--- config.mk ---
export PLATFORM = sky130hd
export DESIGN_NAME = seven_segment_scan_shifter_unit
export DESIGN_NICKNAME = d
export VERILOG_FILES = /design/src/rtl/sss_pkg.sv /design/src/rtl/sss_store.sv /design/src/rtl/sss_scan.sv /design/src/rtl/seven_segment_scan_shifter_unit.sv
export VERILOG_INCLUDE_DIRS = /design/src /design/src/rtl
export SDC_FILE = /design/constraint.sdc
export NUM_CORES = 1
export LEC_CHECK = 0
export BUFFER_PORTS_ARGS = -buffer_cell sky130_fd_sc_hd__buf_2
export CAP_MARGIN = 15
export CORE_MARGIN = 2
export CORE_UTILIZATION = 30
export DETAILED_ROUTE_END_ITERATION = 6
export GPL_ROUTABILITY_DRIVEN = 0
export GPL_TIMING_DRIVEN = 0
export PLACE_DENSITY_LB_ADDON = 0.12
export SYNTH_ARGS = -nofsm -noshare
export SYNTH_HDL_FRONTEND = slang
export SYNTH_SLANG_ARGS = --single-unit
export TNS_END_PERCENT = 100
--- constraint.sdc ---
create_clock -name clk -period 9.8 [get_ports clk]
set_clock_uncertainty 0.2 [all_clocks]
set_input_delay 1.96 -clock clk [delete_from_list [all_inputs] [get_ports clk]]
set_output_delay 1.96 -clock clk [all_outputs]
set_load 0.01 [all_outputs]
--- src/rtl/seven_segment_scan_shifter_unit_macros.svh ---
// Assertion macros shared by the seven-segment scan shifter RTL.
`ifndef SEVEN_SEGMENT_SCAN_SHIFTER_UNIT_MACROS_SVH
`define SEVEN_SEGMENT_SCAN_SHIFTER_UNIT_MACROS_SVH
`ifndef SYNTHESIS
// Same-cycle implication, checked on every rising clk edge out of reset.
`define SSS_ASSERT_IMPL(label, ante, cons, msg) \
    label: assert property (@(posedge clk) disable iff (!rst_n) (ante) |-> (cons)) \
        else $error(msg);
// Next-cycle implication, checked on every rising clk edge out of reset.
`define SSS_ASSERT_NEXT(label, ante, cons, msg) \
    label: assert property (@(posedge clk) disable iff (!rst_n) (ante) |=> (cons)) \
        else $error(msg);
`else
`define SSS_ASSERT_IMPL(label, ante, cons, msg)
`define SSS_ASSERT_NEXT(label, ante, cons, msg)
`endif
`endif

--- src/rtl/sss_pkg.sv ---
// Constants, types and helpers for the seven-segment scan shifter.
package sss_pkg;

    localparam int MAX_DIGITS        = 8;
    localparam int WORD_BITS         = 16;
    localparam int DWELL_BITS        = 20;
    localparam int SEG_BITS          = WORD_BITS / 2;
    localparam int DIGIT_W           = $clog2(MAX_DIGITS);
    localparam int COUNT_W           = $clog2(MAX_DIGITS + 1);
    localparam int BITSEL_W          = $clog2(WORD_BITS);
    localparam int POS_W             = $clog2(SEG_BITS);
    localparam int LATCH_PHASE       = 2 * WORD_BITS;
    localparam int PHASE_W           = $clog2(LATCH_PHASE + 2);
    localparam int CHAIN_W           = 2;
    localparam int DIGITS_PER_MODULE = 4;
    localparam int CHAIN_RESET       = 1;
    localparam int DWELL_RESET       = 1000;
    localparam int IDX_W             = 3;
    localparam int SCAN_POS_W        = 3;
    localparam int CFG_IDX_W         = 1;

    // Item opcodes
    typedef enum logic
    {
        MODE_WRITE = 1'b0,
        MODE_TICK  = 1'b1
    } mode_e;

    // Configuration register indexes
    typedef enum logic [CFG_IDX_W-1:0]
    {
        REG_MODULE_CHAIN = 1'b0,
        REG_DWELL_TICKS  = 1'b1
    } cfg_reg_e;

    typedef struct packed
    {
        logic                  mode;
        logic [IDX_W-1:0]      digit_index;
        logic [SEG_BITS-1:0]   digit_value;
    } item_t;

    typedef struct packed
    {
        logic [CHAIN_W-1:0]    chain;
        logic [DWELL_BITS-1:0] dwell;
    } cfg_t;

    typedef struct packed
    {
        logic latch;
        logic data;
        logic clk;
    } pins_t;

    typedef struct packed
    {
        pins_t                 pins;
        logic [DIGIT_W-1:0]    pos;
    } result_t;

    // Digits scanned for a chain setting: 0 acts as 1, above 2 acts as 2.
    function automatic logic [COUNT_W-1:0] digit_total(input logic [CHAIN_W-1:0] chain);
        int c;
        int n;
        c = int'(chain);
        if (c == 0)
            c = 1;
        if (c > 2)
            c = 2;
        n = c * DIGITS_PER_MODULE;
        if (n > MAX_DIGITS)
            n = MAX_DIGITS;
        return COUNT_W'(n);
    endfunction

endpackage

--- src/rtl/sss_store.sv ---
// Digit slot store: one segment byte per digit, cleared at reset.
module sss_store
(
    input  logic                                  clk,
    input  logic                                  rst_n,
    input  logic                                  wr_en,
    input  logic [sss_pkg::IDX_W-1:0]             wr_idx,
    input  logic [sss_pkg::SEG_BITS-1:0]          wr_data,
    input  logic [sss_pkg::DIGIT_W-1:0]           rd_idx,
    output logic [sss_pkg::SEG_BITS-1:0]          rd_data
);

    logic [sss_pkg::SEG_BITS-1:0] slot_reg [sss_pkg::MAX_DIGITS];

    // Drop writes to slots beyond the store
    always_ff @(posedge clk or negedge rst_n)
    begin
        if (!rst_n)
        begin
            for (int i = 0; i < sss_pkg::MAX_DIGITS; i++)
                slot_reg[i] <= '0;
        end
        else if (wr_en && (int'(wr_idx) < sss_pkg::MAX_DIGITS))
        begin
            slot_reg[wr_idx[sss_pkg::DIGIT_W-1:0]] <= wr_data;
        end
    end

    assign rd_data = slot_reg[rd_idx];

endmodule

--- src/rtl/sss_scan.sv ---
// Scan sequencer: phase and dwell counters, shift word and pin levels.
`include "seven_segment_scan_shifter_unit_macros.svh"
module sss_scan
(
    input  logic                               clk,
    input  logic                               rst_n,
    input  logic                               fire,
    input  sss_pkg::item_t                     item,
    input  sss_pkg::cfg_t                      cfg,
    input  logic [sss_pkg::SEG_BITS-1:0]       rd_data,
    output logic [sss_pkg::DIGIT_W-1:0]        rd_idx,
    output sss_pkg::result_t                   result
);

    logic [sss_pkg::DIGIT_W-1:0]    scan_reg, scan_next;
    logic [sss_pkg::PHASE_W-1:0]    phase_reg, phase_next;
    logic [sss_pkg::DWELL_BITS-1:0] dwell_reg, dwell_next;
    logic [sss_pkg::WORD_BITS-1:0]  word_reg, word_next;
    sss_pkg::pins_t                 pins_reg, pins_next;

    logic [sss_pkg::COUNT_W-1:0]    count;
    logic                           tick;
    logic                           is_shift;
    logic                           is_latch;
    logic                           is_hold;
    logic                           advance;
    logic                           begin_word;
    logic [sss_pkg::COUNT_W-1:0]    sd_base;
    logic [sss_pkg::DIGIT_W-1:0]    sd;
    logic [sss_pkg::COUNT_W-1:0]    pos_full;
    logic [sss_pkg::SEG_BITS-1:0]   onehot;
    logic [sss_pkg::WORD_BITS-1:0]  word;
    logic [sss_pkg::PHASE_W-1:0]    eff_phase;
    logic [sss_pkg::BITSEL_W-1:0]   bit_sel;
    sss_pkg::pins_t                 shift_pins;

    // Decode the phase of the current digit
    always_comb
    begin
        count    = sss_pkg::digit_total(cfg.chain);
        tick     = fire && (item.mode == sss_pkg::MODE_TICK);
        is_shift = (phase_reg < sss_pkg::PHASE_W'(sss_pkg::LATCH_PHASE));
        is_latch = (phase_reg == sss_pkg::PHASE_W'(sss_pkg::LATCH_PHASE));
        is_hold  = (dwell_reg < cfg.dwell);
        advance  = !is_shift && !is_latch && !is_hold;
        begin_word = advance || (is_shift && (phase_reg == '0));
    end

    // Pick the digit to shift; restart at zero past the count
    always_comb
    begin
        sd_base = advance ? (sss_pkg::COUNT_W'(scan_reg) + sss_pkg::COUNT_W'(1))
                          : sss_pkg::COUNT_W'(scan_reg);
        sd      = (sd_base >= count) ? '0 : sd_base[sss_pkg::DIGIT_W-1:0];
        rd_idx  = sd;
    end

    // Build the word and select the bit for this phase
    always_comb
    begin
        pos_full  = count - sss_pkg::COUNT_W'(1) - sss_pkg::COUNT_W'(sd);
        onehot    = sss_pkg::SEG_BITS'(1) << pos_full[sss_pkg::POS_W-1:0];
        word      = begin_word ? {rd_data, onehot} : word_reg;
        eff_phase = advance ? '0 : phase_reg;
        bit_sel   = sss_pkg::BITSEL_W'(sss_pkg::WORD_BITS - 1)
                    - eff_phase[sss_pkg::BITSEL_W:1];
        if (!eff_phase[0])
        begin
            shift_pins.latch = 1'b0;
            shift_pins.data  = word[bit_sel];
            shift_pins.clk   = 1'b0;
        end
        else
        begin
            shift_pins.latch = 1'b0;
            shift_pins.data  = pins_reg.data;
            shift_pins.clk   = 1'b1;
        end
    end

    // Advance counters and pins on a tick; hold on a slot write
    always_comb
    begin
        scan_next  = scan_reg;
        phase_next = phase_reg;
        dwell_next = dwell_reg;
        word_next  = word_reg;
        pins_next  = pins_reg;
        if (tick)
        begin
            if (is_shift || advance)
            begin
                pins_next  = shift_pins;
                phase_next = eff_phase + sss_pkg::PHASE_W'(1);
                // The digit is only picked again when a new word starts
                scan_next  = begin_word ? sd : scan_reg;
                word_next  = word;
                if (advance)
                    dwell_next = '0;
            end
            else if (is_latch)
            begin
                pins_next.latch = 1'b1;
                phase_next      = sss_pkg::PHASE_W'(sss_pkg::LATCH_PHASE + 1);
                dwell_next      = '0;
            end
            else
            begin
                pins_next.latch = 1'b0;
                dwell_next      = dwell_reg + sss_pkg::DWELL_BITS'(1);
            end
        end
        result.pins = pins_next;
        result.pos  = scan_next;
    end

    // Hold scan state
    always_ff @(posedge clk or negedge rst_n)
    begin
        if (!rst_n)
        begin
            scan_reg  <= '0;
            phase_reg <= '0;
            dwell_reg <= '0;
            word_reg  <= '0;
            pins_reg  <= '0;
        end
        else
        begin
            scan_reg  <= scan_next;
            phase_reg <= phase_next;
            dwell_reg <= dwell_next;
            word_reg  <= word_next;
            pins_reg  <= pins_next;
        end
    end

    `SSS_ASSERT_IMPL(a_phase_range, 1'b1, phase_reg <= sss_pkg::PHASE_W'(sss_pkg::LATCH_PHASE + 1), "phase counter out of range")
    `SSS_ASSERT_IMPL(a_latch_phase, pins_reg.latch, phase_reg == sss_pkg::PHASE_W'(sss_pkg::LATCH_PHASE + 1), "latch high outside latch phase")
    `SSS_ASSERT_IMPL(a_clk_phase, pins_reg.clk, (phase_reg == sss_pkg::PHASE_W'(sss_pkg::LATCH_PHASE + 1)) || (!phase_reg[0] && (phase_reg != '0)), "shift clock high in wrong phase")
    `SSS_ASSERT_NEXT(a_write_holds, fire && (item.mode == sss_pkg::MODE_WRITE), $stable(pins_reg) && $stable(scan_reg), "slot write moved the scan")

endmodule

--- src/rtl/seven_segment_scan_shifter_unit.sv ---
// Top level of the seven-segment scan shifter: handshakes, config and output register.
//
//   channel  | handshake            | payload
//   ---------+----------------------+----------------------------------------------
//   input    | in_valid / in_stall  | mode, digit_index, digit_value
//   result   | out_valid / out_stall| shift_clock, shift_data, latch_out, scan_position
//   config   | cfg_valid / cfg_ready| cfg_index, cfg_data
//
// One item per cycle sustained while results are not stalled; a result passes
// through the input register and then the scan update into the output register.
// Reset clears the digit store, the counters and the pin levels.
// A stalled result holds the output register; the input register still
// takes one more transaction before in_stall rises.
`include "seven_segment_scan_shifter_unit_macros.svh"
module seven_segment_scan_shifter_unit
(
    input  logic                                   clk,
    input  logic                                   rst_n,
    input  logic                                   in_valid,
    output logic                                   in_stall,
    input  logic                                   mode,
    input  logic [sss_pkg::IDX_W-1:0]              digit_index,
    input  logic [sss_pkg::SEG_BITS-1:0]           digit_value,
    output logic                                   out_valid,
    input  logic                                   out_stall,
    output logic                                   shift_clock,
    output logic                                   shift_data,
    output logic                                   latch_out,
    output logic [sss_pkg::SCAN_POS_W-1:0]         scan_position,
    input  logic                                   cfg_valid,
    output logic                                   cfg_ready,
    input  logic [sss_pkg::CFG_IDX_W-1:0]          cfg_index,
    input  logic [sss_pkg::DWELL_BITS-1:0]         cfg_data
);

    sss_pkg::item_t                 item_reg;
    logic                           in_full_reg, in_full_next;
    logic                           out_valid_reg, out_valid_next;
    sss_pkg::result_t               res_reg;
    sss_pkg::cfg_t                  cfg_reg;
    sss_pkg::result_t               result;
    logic                           accept_in;
    logic                           fire;
    logic [sss_pkg::DIGIT_W-1:0]    rd_idx;
    logic [sss_pkg::SEG_BITS-1:0]   rd_data;

    // Handshake control
    always_comb
    begin
        fire           = in_full_reg && (!out_valid_reg || !out_stall);
        in_stall       = in_full_reg && !fire;
        accept_in      = in_valid && !in_stall;
        in_full_next   = accept_in || (in_full_reg && !fire);
        out_valid_next = fire || (out_valid_reg && out_stall);
    end

    // Hold control state
    always_ff @(posedge clk or negedge rst_n)
    begin
        if (!rst_n)
        begin
            in_full_reg   <= 1'b0;
            out_valid_reg <= 1'b0;
        end
        else
        begin
            in_full_reg   <= in_full_next;
            out_valid_reg <= out_valid_next;
        end
    end

    // Capture the input transaction
    always_ff @(posedge clk)
    begin
        if (accept_in)
        begin
            item_reg.mode        <= mode;
            item_reg.digit_index <= digit_index;
            item_reg.digit_value <= digit_value;
        end
    end

    // Capture the result
    always_ff @(posedge clk)
    begin
        if (fire)
            res_reg <= result;
    end

    // Configuration registers
    assign cfg_ready = 1'b1;

    always_ff @(posedge clk or negedge rst_n)
    begin
        if (!rst_n)
        begin
            cfg_reg.chain <= sss_pkg::CHAIN_W'(sss_pkg::CHAIN_RESET);
            cfg_reg.dwell <= sss_pkg::DWELL_BITS'(sss_pkg::DWELL_RESET);
        end
        else if (cfg_valid && cfg_ready)
        begin
            unique case (cfg_index)
                sss_pkg::REG_MODULE_CHAIN: cfg_reg.chain <= cfg_data[sss_pkg::CHAIN_W-1:0];
                sss_pkg::REG_DWELL_TICKS:  cfg_reg.dwell <= cfg_data;
            endcase
        end
    end

    sss_store u_store
    (
        .clk     (clk),
        .rst_n   (rst_n),
        .wr_en   (fire && (item_reg.mode == sss_pkg::MODE_WRITE)),
        .wr_idx  (item_reg.digit_index),
        .wr_data (item_reg.digit_value),
        .rd_idx  (rd_idx),
        .rd_data (rd_data)
    );

    sss_scan u_scan
    (
        .clk     (clk),
        .rst_n   (rst_n),
        .fire    (fire),
        .item    (item_reg),
        .cfg     (cfg_reg),
        .rd_data (rd_data),
        .rd_idx  (rd_idx),
        .result  (result)
    );

    // Drive result ports
    assign out_valid     = out_valid_reg;
    assign shift_clock   = res_reg.pins.clk;
    assign shift_data    = res_reg.pins.data;
    assign latch_out     = res_reg.pins.latch;
    assign scan_position = sss_pkg::SCAN_POS_W'(res_reg.pos);

    `SSS_ASSERT_IMPL(a_stall_full, in_stall, in_full_reg && out_valid_reg, "input stalled without pending work")
    `SSS_ASSERT_NEXT(a_fire_result, fire, out_valid_reg, "processed item produced no result")
    `SSS_ASSERT_NEXT(a_out_hold, out_valid_reg && out_stall, out_valid_reg && $stable(res_reg), "stalled result changed")

endmodule

==> impl_summary.log, run 1 <==
[metrics] result of the run: completed
[metrics] clock latency on the worst-skew pair: 0.43 ns
[metrics] net count of the mapped netlist: 715
[metrics] Area growth syn-to-layout: 17.4%
[metrics] most frequent cells in the layout: sky130_fd_sc_hd__dfrtp_1, sky130_fd_sc_hd__mux2_2, sky130_fd_sc_hd__nand2_1
[metrics] class of the tightest hold or removal check: reg2reg
[metrics] total track usage: 14.7%
[metrics] count of buffers inserted at the top-level ports: 45
[metrics] leakage power summed over all cells: 0.00384 uW
[metrics] total global routing overflow: 0
[metrics] unrepaired setup endpoints after global routing: no
[metrics] initial core utilization: 30.6%
[metrics] die boundary width: 162 um
[metrics] Setup Crit Path Kind: reg2reg
[metrics] die outline height: 162 um
[metrics] critical hold path startpoint: u_scan.word_reg[9]
[metrics] launching element of the worst setup path: cfg_reg[7]
[metrics] cell with the largest stage delay on the worst path: sky130_fd_sc_hd__a21oi_2
[metrics] vias: 5353
[metrics] Switching Share: 29.8%
[metrics] via count of the first global-routing pass: 5423
[metrics] final-layout setup total negative slack: 0 ns
[metrics] xor and xnor fraction of the mapped netlist area: 1.99%
[metrics] clock transition at the registers of the reported paths: 0.08 ns
[metrics] P_int: 1230 uW
[metrics] Largest stage delay, worst path: 0.62 ns
[metrics] kind of cell adding the most delay to the critical path: compound AO/OA/AOI/OAI gates
[metrics] post-detailed-placement half-perimeter wirelength: 13200 um
[metrics] adder-cell area share of the yosys netlist: 4.02%
[metrics] Period Utilization, post-route: 51.0%
[metrics] number of DRC markers after the initial detailed-route iteration: 355
[metrics] remaining max-slew budget at the tightest pin: 37.3%
[metrics] most common cell after layout, fill and taps aside: sky130_fd_sc_hd__dfrtp_1
[metrics] CTS tree: done
[metrics] number of buffers created by CTS: 17
[metrics] I/O pin count: 47
[metrics] cell taking the most area after synthesis: sky130_fd_sc_hd__dfrtp_1
[metrics] net count of the finished layout: 780
[metrics] Yosys warning count: 0
[metrics] Hold Buf Count CTS: 0
[metrics] area of the die: 26200 um^2
[metrics] maximum operating frequency: 200 MHz
[metrics] Clk Tree Root Cell: sky130_fd_sc_hd__clkbuf_16
[metrics] first-pass iteration count of the detailed router: 5
[metrics] Simple-Gate Fraction of Synth Area: 12.8%
[metrics] final-report hold violation count: 0
[metrics] share of power burned in combinational logic: 15.2%
[metrics] Critical Path AT: 5.05 ns
[metrics] n_diodes: 0
[metrics] Post-Syn Area: 7470 um^2
[metrics] relative contribution of the clock network to total power: 38.4%
[metrics] share of the synthesized area in the top cell type: 43.2%
[metrics] max-slew violation count: 0
[metrics] Post-DRT Antenna Nets: 0
[metrics] register bit count reported by yosys: 153
[metrics] Min Clock Period, post-route: 4.99 ns
[metrics] number of library cell types mapped by synthesis: 63
[metrics] share of synthesized area spent on multiplexers: 12.9%
[metrics] Area contributors post-synth: sky130_fd_sc_hd__dfrtp_1, sky130_fd_sc_hd__mux2_2, sky130_fd_sc_hd__edfxtp_1
[metrics] Max Cap Violations: 0
[metrics] CTS Buffer Depth: 2
[metrics] origin of the critical flop-to-flop path: cfg_reg[7]
[metrics] global-route wire length before repair: 29900 um
[metrics] fraction of layout cells with a size suffix above 1: 26.4%
[metrics] maximum vdd ir drop: 125 uV
[metrics] number of antenna violations at the first check in global routing: 0
[metrics] actual transition at the worst max-transition pin: 0.939 ns
[metrics] mean routed wirelength per cell: 17.7 um
[metrics] largest family of logic cells by synthesized area: multiplexers
[metrics] ratio of routed vias to standard cells: 5.07
[metrics] core area: 24400 um^2
[metrics] Post-Syn Area per Cell: 11.4 um^2
[metrics] Final setup violation count: 0
[metrics] share of async-settable or async-resettable flops after synthesis: 88.2%
[metrics] pin count of the biggest net entering global routing: 90
[metrics] ordered cell list for the critical path: inv_1 > ha_1 > a21oi_1 > o21ai_0 > a22oi_1 > nand3_1 > buf_6 > nand2_1 > nor2_1 > ha_1 > a21o_1 > a21oi_2 > buf_2 > a211oi_1 > nor4_1 > o21ai_0 > nand3_1
[metrics] Power Density: 201 nW/um^2
[metrics] detailed-route DRC error count: 0
[metrics] sequential power share: 46.4%
[metrics] number of flops mapped to enable cells by yosys: 18
[metrics] CTS HTree Levels: 4
[metrics] Synth Area in Compound Gates: 12.6%
[metrics] crit start category: flop
[metrics] wire length reported by the detailed router: 18700 um
[metrics] num rows: 57
[metrics] number of clock sinks seen by CTS: 153
[metrics] largest driver fanout on the critical path: 10
[metrics] post-CTS sizing: 0
[metrics] cell area reported after detailed placement: 8150 um^2
[metrics] critical path required time: 9.86 ns
[metrics] Top FF cell, synth: sky130_fd_sc_hd__dfrtp_1
[metrics] switching power summed over all nets: 524 uW
[metrics] combined buffer and inverter count along the critical path: 3
[metrics] Largest register FFs: 64
[metrics] setup bufs post-CTS: 0
[metrics] post-synthesis instance total: 653
[metrics] sequential cell area fraction in the yosys report: 52.6%
[metrics] final std cell area, no fill: 8770 um^2
[metrics] endpoint kind of the worst setup timing path: flop
## per-layer routing
metal | share of wire, % | global-route usage, % | up-vias | wire, um
li1 | - | - | 2522 | -
met4 | 1.3 | 3.70 | 0 | 247
met2 | 46 | 23.2 | 98 | 8500
met3 | 3.3 | 3.32 | 14 | 623
met5 | 0 | 0 | - | 0
met1 | 50 | 20.4 | 2719 | 9310
## synthesized netlist by cell type (7+ instances only)
library cell	instances
sky130_fd_sc_hd__a21oi_1	25
sky130_fd_sc_hd__a222oi_1	10
sky130_fd_sc_hd__a22o_1	9
sky130_fd_sc_hd__a22oi_1	7
sky130_fd_sc_hd__and3_1	9
sky130_fd_sc_hd__clkbuf_1	15
sky130_fd_sc_hd__dfrtp_1	129
sky130_fd_sc_hd__edfxtp_1	18
sky130_fd_sc_hd__ha_1	24
sky130_fd_sc_hd__inv_1	31
sky130_fd_sc_hd__mux2_2	85
sky130_fd_sc_hd__nand2_1	66
sky130_fd_sc_hd__nand3_1	25
sky130_fd_sc_hd__nand4_1	7
sky130_fd_sc_hd__nor2_1	43
sky130_fd_sc_hd__nor3_1	10
sky130_fd_sc_hd__o21ai_0	25
sky130_fd_sc_hd__xor2_1	13
## final timing paths
| kind | depth (start not counted) | to | slack, ns |
|---|---|---|---|
| min in group asynchronous | 1 | cfg_reg[4] | 1.27 |
| worst max-delay path | 17 | shift_data | 4.81 |
| worst min-delay path | 2 | u_scan.word_reg[9] | 0.28 |
| max in group asynchronous | 2 | u_scan.word_reg[2] | 7.31 |
| worst max register to register | 17 | shift_data | 4.81 |
| worst min register to register | 2 | u_scan.word_reg[9] | 0.28 |
## power groups by stage
stage	sequential [uW]	combinational [uW]	clock (uW)
floorplan	807	199	0
global placement	823	260	0
detailed placement	828	270	0
CTS	816	272	691
global route	830	298	719
finish	816	267	675
## kinds of logic after synthesis
| group | count (synthesis) |
|---|---|
| AO/OA/AOI/OAI | 124 |
| XOR/XNOR | 17 |
| flip-flops | 153 |
| other | 1 |
| AND/OR/NAND/NOR | 194 |
| buffers and inverters | 54 |
| adder cells (fa/ha/maj) | 24 |
| multiplexers | 86 |
## area by class of cell
| type | instances | area [um^2] |
|---|---|---|
| plain buffers | 23 | 116 |
| fillers | 2466 | 15600 |
| inverters | 31 | 116 |
| flip-flops and latches | 153 | 3930 |
| clock inverters | 15 | 191 |
| well taps | 324 | 405 |
| clock buffers | 17 | 425 |
| multi-input cells | 446 | 3330 |
| repair buffers | 46 | 259 |
## worst register-to-register path, stage by stage, from the launching register on
cell and delay [ns]:
sky130_fd_sc_hd__dfstp_2 0.53, sky130_fd_sc_hd__inv_1 0.04, sky130_fd_sc_hd__ha_1 0.29, sky130_fd_sc_hd__a21oi_1 0.14, sky130_fd_sc_hd__o21ai_0 0.13, sky130_fd_sc_hd__a22oi_1 0.32
sky130_fd_sc_hd__nand3_1 0.22, sky130_fd_sc_hd__buf_6 0.20, sky130_fd_sc_hd__nand2_1 0.32, sky130_fd_sc_hd__nor2_1 0.10, sky130_fd_sc_hd__ha_1 0.34, sky130_fd_sc_hd__a21o_1 0.26
sky130_fd_sc_hd__a21oi_2 0.62, sky130_fd_sc_hd__buf_2 0.43, sky130_fd_sc_hd__a211oi_1 0.09, sky130_fd_sc_hd__nor4_1 0.29, sky130_fd_sc_hd__o21ai_0 0.12, sky130_fd_sc_hd__nand3_1 0.18
## metrics by stage
stage	util, %	total power (uW)	worst slack, ns	cells	hold slack, ns
finish	35.9	1760	4.81	1055	0.278
global route	35.9	1850	4.54	1055	0.308
CTS	35.9	1780	4.84	1055	0.283
detailed placement	33.4	1100	4.76	1023	0.262
global placement	33.2	1080	4.63	1022	0.263
floorplan	-	1010	5.50	653	0.230
Note: power is estimated with default switching activity, not from simulation.
==> inputs of run 2 (changes only) <==
- clock period: 9.8 -> 4.3 ns (I/O delays scaled with it)
==> run 2 against run 1 <==
Effect of this change:
- flip-flop and latch count unchanged
- wire length grew 1.3%
- utilization increased by 1.3 points
==> impl_summary.log, run 2 (same netlist as run 1, synthesis figures left out) <==
[metrics] result of the run: completed
[metrics] vias: 5452 (+1.8%)
[metrics] combined buffer and inverter count along the critical path: 2 (-1)
[metrics] crit start category: flop
[metrics] Max Cap Violations: 0 (unchanged)
[metrics] Area growth syn-to-layout: 21.5%
[metrics] number of DRC markers after the initial detailed-route iteration: 351 (-1.1%)
[metrics] Critical Path AT: 4.07 ns (-0.98 ns)
[metrics] clock latency on the worst-skew pair: 0.43 ns (about the same)
[metrics] remaining max-slew budget at the tightest pin: 40.1% (+2.8 points)
[metrics] Power Total: 4050 uW (+130%)
[metrics] Power Density: 446 nW/um^2 (+120%)
[metrics] kind of cell adding the most delay to the critical path: simple AND/OR/NAND/NOR gates
[metrics] die outline height: 162 um (unchanged)
[metrics] actual transition at the worst max-transition pin: 0.893 ns (-0.0460 ns)
[metrics] leakage power summed over all cells: 0.00397 uW (+3.4%)
[metrics] post-detailed-placement half-perimeter wirelength: 13200 um (unchanged)
[metrics] Largest register FFs: 64 (unchanged)
[metrics] total global routing overflow: 0 (unchanged)
[metrics] most frequent cells in the layout: sky130_fd_sc_hd__dfrtp_1, sky130_fd_sc_hd__mux2_2, sky130_fd_sc_hd__nand2_1
[metrics] CTS tree: done
[metrics] fraction of layout cells with a size suffix above 1: 30.6% (+4.2 points)
[metrics] initial core utilization: 30.6% (unchanged)
[metrics] detailed-route DRC error count: 0 (unchanged)
[metrics] ordered cell list for the critical path: ha_4 > nand4_1 > nor4_4 > nand4b_1 > nand3_2 > buf_8 > nand2_4 > nor2_2 > ha_4 > nand2_2 > o41ai_4 > nor3_2 > buf_4 > or4b_4 > nand3_2 > nand3_2
[metrics] number of clock sinks seen by CTS: 153 (unchanged)
[metrics] first-pass iteration count of the detailed router: 7 (+2)
[metrics] CTS Buffer Depth: 2 (unchanged)
[metrics] Largest stage delay, worst path: 0.52 ns (-0.10 ns)
[metrics] final-layout setup total negative slack: 0 ns (unchanged)
[metrics] Fill cells: 2450 (-0.65%)
[metrics] number of buffers created by CTS: 17 (unchanged)
[metrics] Period Utilization, post-route: 95.7% (+45 points)
[metrics] ratio of routed vias to standard cells: 5.10 (+0.52%)
[metrics] worst hold margin: 0.165 ns (-0.113 ns)
[metrics] class of the tightest hold or removal check: in2async
[metrics] pin count of the biggest net entering global routing: 90 (unchanged)
[metrics] maximum vdd ir drop: 285 uV (+130%)
[metrics] final-report hold violation count: 0 (unchanged)
[metrics] clock transition at the registers of the reported paths: 0.08 ns (about the same)
[metrics] net count of the finished layout: 794 (+1.8%)
[metrics] Setup Crit Path Kind: reg2reg
[metrics] Final setup violation count: 0 (unchanged)
[metrics] die boundary width: 162 um (unchanged)
[metrics] Clk Tree Root Cell: sky130_fd_sc_hd__clkbuf_16
[metrics] maximum operating frequency: 243 MHz (+21%)
[metrics] area of the die: 26200 um^2 (unchanged)
[metrics] n_diodes: 0 (unchanged)
[metrics] max-slew violation count: 0 (unchanged)
[metrics] critical path required time: 4.25 ns (-5.61 ns)
[metrics] Post-DRT Antenna Nets: 0 (unchanged)
[metrics] cell with the largest stage delay on the worst path: sky130_fd_sc_hd__or4b_4
[metrics] I/O pin count: 47 (unchanged)
[metrics] critical path's most frequent cell: sky130_fd_sc_hd__nand3_2
[metrics] mean routed wirelength per cell: 17.7 um (about the same)
[metrics] most common cell after layout, fill and taps aside: sky130_fd_sc_hd__dfrtp_1
[metrics] number of antenna violations at the first check in global routing: 0 (unchanged)
[metrics] num rows: 57 (unchanged)
[metrics] largest driver fanout on the critical path: 10 (unchanged)
[metrics] endpoint kind of the worst setup timing path: flop
[metrics] Min Clock Period, post-route: 4.12 ns (-0.878 ns)
[metrics] global-route wire length before repair: 30100 um (+0.86%)
[metrics] wire length reported by the detailed router: 18900 um (+1.3%)
[metrics] CTS HTree Levels: 4 (unchanged)
[metrics] core area: 24400 um^2 (unchanged)
[metrics] count of buffers inserted at the top-level ports: 45 (unchanged)
[metrics] total track usage: 14.8% (+0.10 points)
[metrics] via count of the first global-routing pass: 5493 (+1.3%)
==> run 2: cell count changes in the layout (fill, tap and decap cells not counted), moves of 2 or more <==
cell and delta:
sky130_fd_sc_hd__ha_4 +6, sky130_fd_sc_hd__a21oi_2 -2, sky130_fd_sc_hd__nand2_1 -2, sky130_fd_sc_hd__nand3_2 +3, sky130_fd_sc_hd__clkbuf_1 -2, sky130_fd_sc_hd__a21oi_4 +3
sky130_fd_sc_hd__buf_4 +14, sky130_fd_sc_hd__ha_1 -6, sky130_fd_sc_hd__nand3_1 -3
==> run 2: final timing paths <==
check                                startpoint                 end  slack (ns)  depth (start not counted)
setup / recovery           u_scan.dwell_reg[13]          shift_data        0.18                         16
setup reg to reg           u_scan.dwell_reg[13]          shift_data        0.18                         16
max in group asynchronous                 rst_n  u_scan.word_reg[2]        2.93                          2
hold / removal                            rst_n          cfg_reg[4]        0.16                          1
hold reg to reg              u_scan.word_reg[9]  u_scan.word_reg[9]        0.28                          2
min in group clk             u_scan.word_reg[9]  u_scan.word_reg[9]        0.28                          2
==> run 2: metal layers <==
layer	up-vias	share of wire, %	GRT usage (%)
li1	2544	-	-
met1	2784	49	20.6
met2	107	46	23.3
met3	17	3.7	3.32
met4	0	1.4	3.78
met5	-	0	0
==> run 2: area by class of cell <==
| cell class | count | area (um^2) | share of cell area [%] |
|---|---|---|---|
| Tap cell | 324 | 405 | 4.47 |
| Buffer | 23 | 125 | 1.38 |
| Clock inverter | 15 | 191 | 2.11 |
| Inverter | 31 | 116 | 1.28 |
| Timing Repair Buffer | 60 | 364 | 4.01 |
| Sequential cell | 153 | 3930 | 43.3 |
| Clock buffer | 17 | 425 | 4.69 |
| Multi-Input combinational cell | 446 | 3520 | 38.8 |
==> run 2: through the flow <==
step / util [%] / instances / instance area [um^2] / setup slack, ns
after floorplan: - / 653 / 7470 / 0.408
after global placement: 33.2 / 1022 / 8100 / -0.586
after detailed placement: 33.4 / 1023 / 8150 / -0.604
after CTS: 36.5 / 1061 / 8900 / 0.0299
after global routing: 37.2 / 1069 / 9080 / -0.00372
final: 37.2 / 1069 / 9080 / 0.183
==> run 2: timing repair <==
item / in CTS / in global routing
hold buffers: 0 / 0
gates resized for setup: 17 / 16
endpoints found under the setup margin: 20 / 8
setup buffers: 6 / 8
pin swaps: 6 / 10
==> run 2: power by group <==
| part | switching, uW | internal [uW] |
|---|---|---|
| Sequential | 149 | 1710 |
| Clock | 744 | 796 |
| Combinational | 320 | 332 |
| Total | 1210 | 2840 |
==> run 2: worst reg2reg max path: cells and delay by family (launching register included) <==
family,cells,cell delay [ns]
fa+ha+maj,2,0.46
flops,1,0.44
simple gates,11,2.15
buf+inv,2,0.30
compound gates,1,0.29
==> inputs of run 3 (changes only) <==
- PLACE_DENSITY: unset -> 0.5
- PLACE_DENSITY_LB_ADDON: 0.12 -> unset
==> run 3 against run 2 <==
Effect of this change:
- utilization shrank 0.24 points
- global-route usage shrank 0.45 points
- sequential share of layout area grew 0.27 points
- critical path depth is the same
- first-iteration DRC count grew 2.8%
- non-clock buffer count shrank 6
- flip-flop and latch count is the same
- total power is essentially flat
- register-to-register slack gained 0.03 ns
- cell count shrank 0.56%
- clock power is essentially flat
- highest routed layer unchanged
==> impl_summary.log, run 3 (same netlist as run 1, synthesis figures left out) <==
[metrics] result of the run: completed
[metrics] max-slew violation count: 0 (unchanged)
[metrics] die outline height: 162 um (unchanged)
[metrics] Period Utilization, post-route: 95.0% (-0.77 points)
[metrics] actual transition at the worst max-transition pin: 0.944 ns (+0.0509 ns)
[metrics] largest driver fanout on the critical path: 10 (unchanged)
[metrics] CTS Buffer Depth: 2 (unchanged)
[metrics] count of buffers inserted at the top-level ports: 45 (unchanged)
[metrics] Largest stage delay, worst path: 0.43 ns (-0.09 ns)
[metrics] die boundary width: 162 um (unchanged)
[metrics] Post-DRT Antenna Nets: 0 (unchanged)
[metrics] Fill cells: 2465 (+0.61%)
[metrics] Util after Layout: 37.0% (-0.24 points)
[metrics] CTS HTree Levels: 4 (unchanged)
[metrics] via count of the first global-routing pass: 5214 (-5.1%)
[metrics] Critical Path AT: 4.16 ns (+0.09 ns)
[metrics] Max Cap Violations: 0 (unchanged)
[metrics] net count of the finished layout: 788 (-0.76%)
[metrics] leakage power summed over all cells: 0.00395 uW (-0.68%)
[metrics] Area growth syn-to-layout: 20.7%
[metrics] number of clock sinks seen by CTS: 153 (unchanged)
[metrics] maximum vdd ir drop: 205 uV (-28%)
[metrics] endpoint kind of the worst setup timing path: flop
[metrics] area used by multi-input combinational logic: 3490 um^2 (-0.85%)
[metrics] post-detailed-placement half-perimeter wirelength: 12400 um (-6.0%)
[metrics] most frequent cells in the layout: sky130_fd_sc_hd__dfrtp_1, sky130_fd_sc_hd__mux2_2, sky130_fd_sc_hd__nand2_1
[metrics] origin of the critical flop-to-flop path: u_scan.dwell_reg[16]
[metrics] Power Density: 449 nW/um^2 (+0.67%)
[metrics] I/O pin count: 47 (unchanged)
[metrics] num rows: 57 (unchanged)
[metrics] total global routing overflow: 0 (unchanged)
[metrics] global-route wire length before repair: 29000 um (-3.6%)
[metrics] core area: 24400 um^2 (unchanged)
[metrics] ordered cell list for the critical path: ha_1 > nand4_4 > nor4_4 > nand4b_1 > nand3_2 > buf_6 > nand2_4 > nor2_4 > ha_4 > a21o_2 > a21oi_4 > buf_2 > a211oi_1 > nor4_1 > o21ai_0 > nand3_1
[metrics] n_diodes: 0 (unchanged)
[metrics] clock transition at the registers of the reported paths: 0.07 ns (about the same)
[metrics] mean routed wirelength per cell: 17.0 um (-3.9%)
[metrics] initial core utilization: 30.6% (unchanged)
[metrics] Setup Crit Path Kind: reg2reg
[metrics] Min Clock Period, post-route: 4.08 ns (-0.0329 ns)
[metrics] number of antenna violations at the first check in global routing: 0 (unchanged)
[metrics] pin count of the biggest net entering global routing: 85 (-5.6%)
[metrics] class of the tightest hold or removal check: in2async
[metrics] total track usage: 14.3% (-0.45 points)
[metrics] Final setup violation count: 0 (unchanged)
[metrics] final-report hold violation count: 0 (unchanged)
[metrics] vias: 5272 (-3.3%)
[metrics] minimum setup slack among reg-to-reg paths: 0.22 ns (+0.03 ns)
[metrics] reg-to-reg critical path endpoint: shift_data
[metrics] final std cell area, no fill: 9020 um^2 (-0.65%)
[metrics] fraction of layout cells with a size suffix above 1: 29.5% (-1.1 points)
[metrics] number of DRC markers after the initial detailed-route iteration: 361 (+2.8%)
[metrics] CTS tree: done
[metrics] depth of the most critical reg-to-reg path: 16 (unchanged)
[metrics] ratio of routed vias to standard cells: 4.96 (-2.8%)
[metrics] maximum operating frequency: 245 MHz (+0.81%)
[metrics] first-pass iteration count of the detailed router: 5 (-2)
[metrics] cell area reported after detailed placement: 8160 um^2 (+0.14%)
[metrics] area taken by flip-flops and latches: 3930 um^2 (about the same)
[metrics] cell with the largest stage delay on the worst path: sky130_fd_sc_hd__dfrtp_1
[metrics] remaining max-slew budget at the tightest pin: 36.8% (-3.3 points)
[metrics] area of the die: 26200 um^2 (unchanged)
[metrics] Largest register FFs: 64 (unchanged)
[metrics] detailed-route DRC error count: 0 (unchanged)
[metrics] number of buffers created by CTS: 17 (unchanged)
[metrics] most common cell after layout, fill and taps aside: sky130_fd_sc_hd__dfrtp_1
[metrics] critical path required time: 4.38 ns (+0.13 ns)
[metrics] Clk Tree Root Cell: sky130_fd_sc_hd__clkbuf_16
[metrics] clock latency on the worst-skew pair: 0.44 ns (about the same)
[metrics] wire length reported by the detailed router: 18100 um (-4.4%)
[metrics] crit start category: flop
run 3: cell count changes in the layout (fill, tap and decap cells not counted), sizes merged:
| cell | before | now |
|---|---|---|
| buf | 68 | 62 |
| clkinv | 8 | 7 |
| inv | 38 | 39 |
run 3: how the worst max path moves through the flow:
stage,startpoint,endpoint,slack (ns)
5_1_grt,cfg_reg[9],shift_data,-0.004
4_1_cts,u_scan.dwell_reg[17],shift_data,0.03
3_5_place_dp,cfg_reg[5],shift_data,-0.52
2_1_floorplan,cfg_reg[9],shift_data,0.41
3_3_place_gp,u_scan.dwell_reg[19],shift_data,-0.55
6_report,u_scan.dwell_reg[16],shift_data,0.22
run 3: metal layers:
| layer | global-route usage (%) | part of all wire, % | vias to the layer above |
|---|---|---|---|
| met2 | 22.4 | 46 | 97 |
| met3 | 2.81 | 3.3 | 14 |
| met5 | 0 | 0 | - |
| met1 | 20.1 | 49 | 2615 |
| met4 | 4.34 | 1.0 | 0 |
| li1 | - | - | 2546 |
run 3: final cells by class:
class | count | share of cell area, %
inverters | 31 | 1.29
plain buffers | 23 | 1.35
clock buffers | 17 | 4.72
flip-flops and latches | 153 | 43.5
clock inverters | 15 | 2.32
repair buffers | 54 | 3.58
multi-input cells | 446 | 38.7
well taps | 324 | 4.49
run 3: what timing repair did:
action / in CTS / in global routing
gates cloned: 0 / 0
gates resized for setup: 15 / 12
setup endpoints to repair: 20 / 10
pin swaps: 5 / 4
hold buffers: 0 / 0
setup buffers: 5 / 2
run 3: per-stage QoR:
stage               setup slack (ns)   TNS, ns  total power, uW  std cells  hold slack [ns]
floorplan                      0.408         0             2290        653            0.230
CTS                           0.0292         0             4090       1061            0.181
finish                         0.216         0             4050       1063            0.163
detailed placement            -0.522     -3.90             2490       1024            0.261
global route                -0.00449  -0.00449             4260       1063            0.195
global placement              -0.549     -4.58             2470       1022            0.254
run 3: critical path: cells and delay by family (launching register included):
kind / cells / cell delay (ns)
AOI/OAI and AO/OA: 4 / 0.68
adders and majority gates: 2 / 0.57
buffers and inverters: 2 / 0.46
DFF: 1 / 0.43
and+or+nand+nor: 8 / 1.58
run 3: power breakdown:
| part | total [uW] | switching, uW | internal (uW) | leakage [uW] |
|---|---|---|---|---|
| clock | 1570 | 761 | 808 | 0.000304 |
| sequential | 1850 | 145 | 1710 | 0.00187 |
| combinational | 629 | 304 | 325 | 0.00178 |
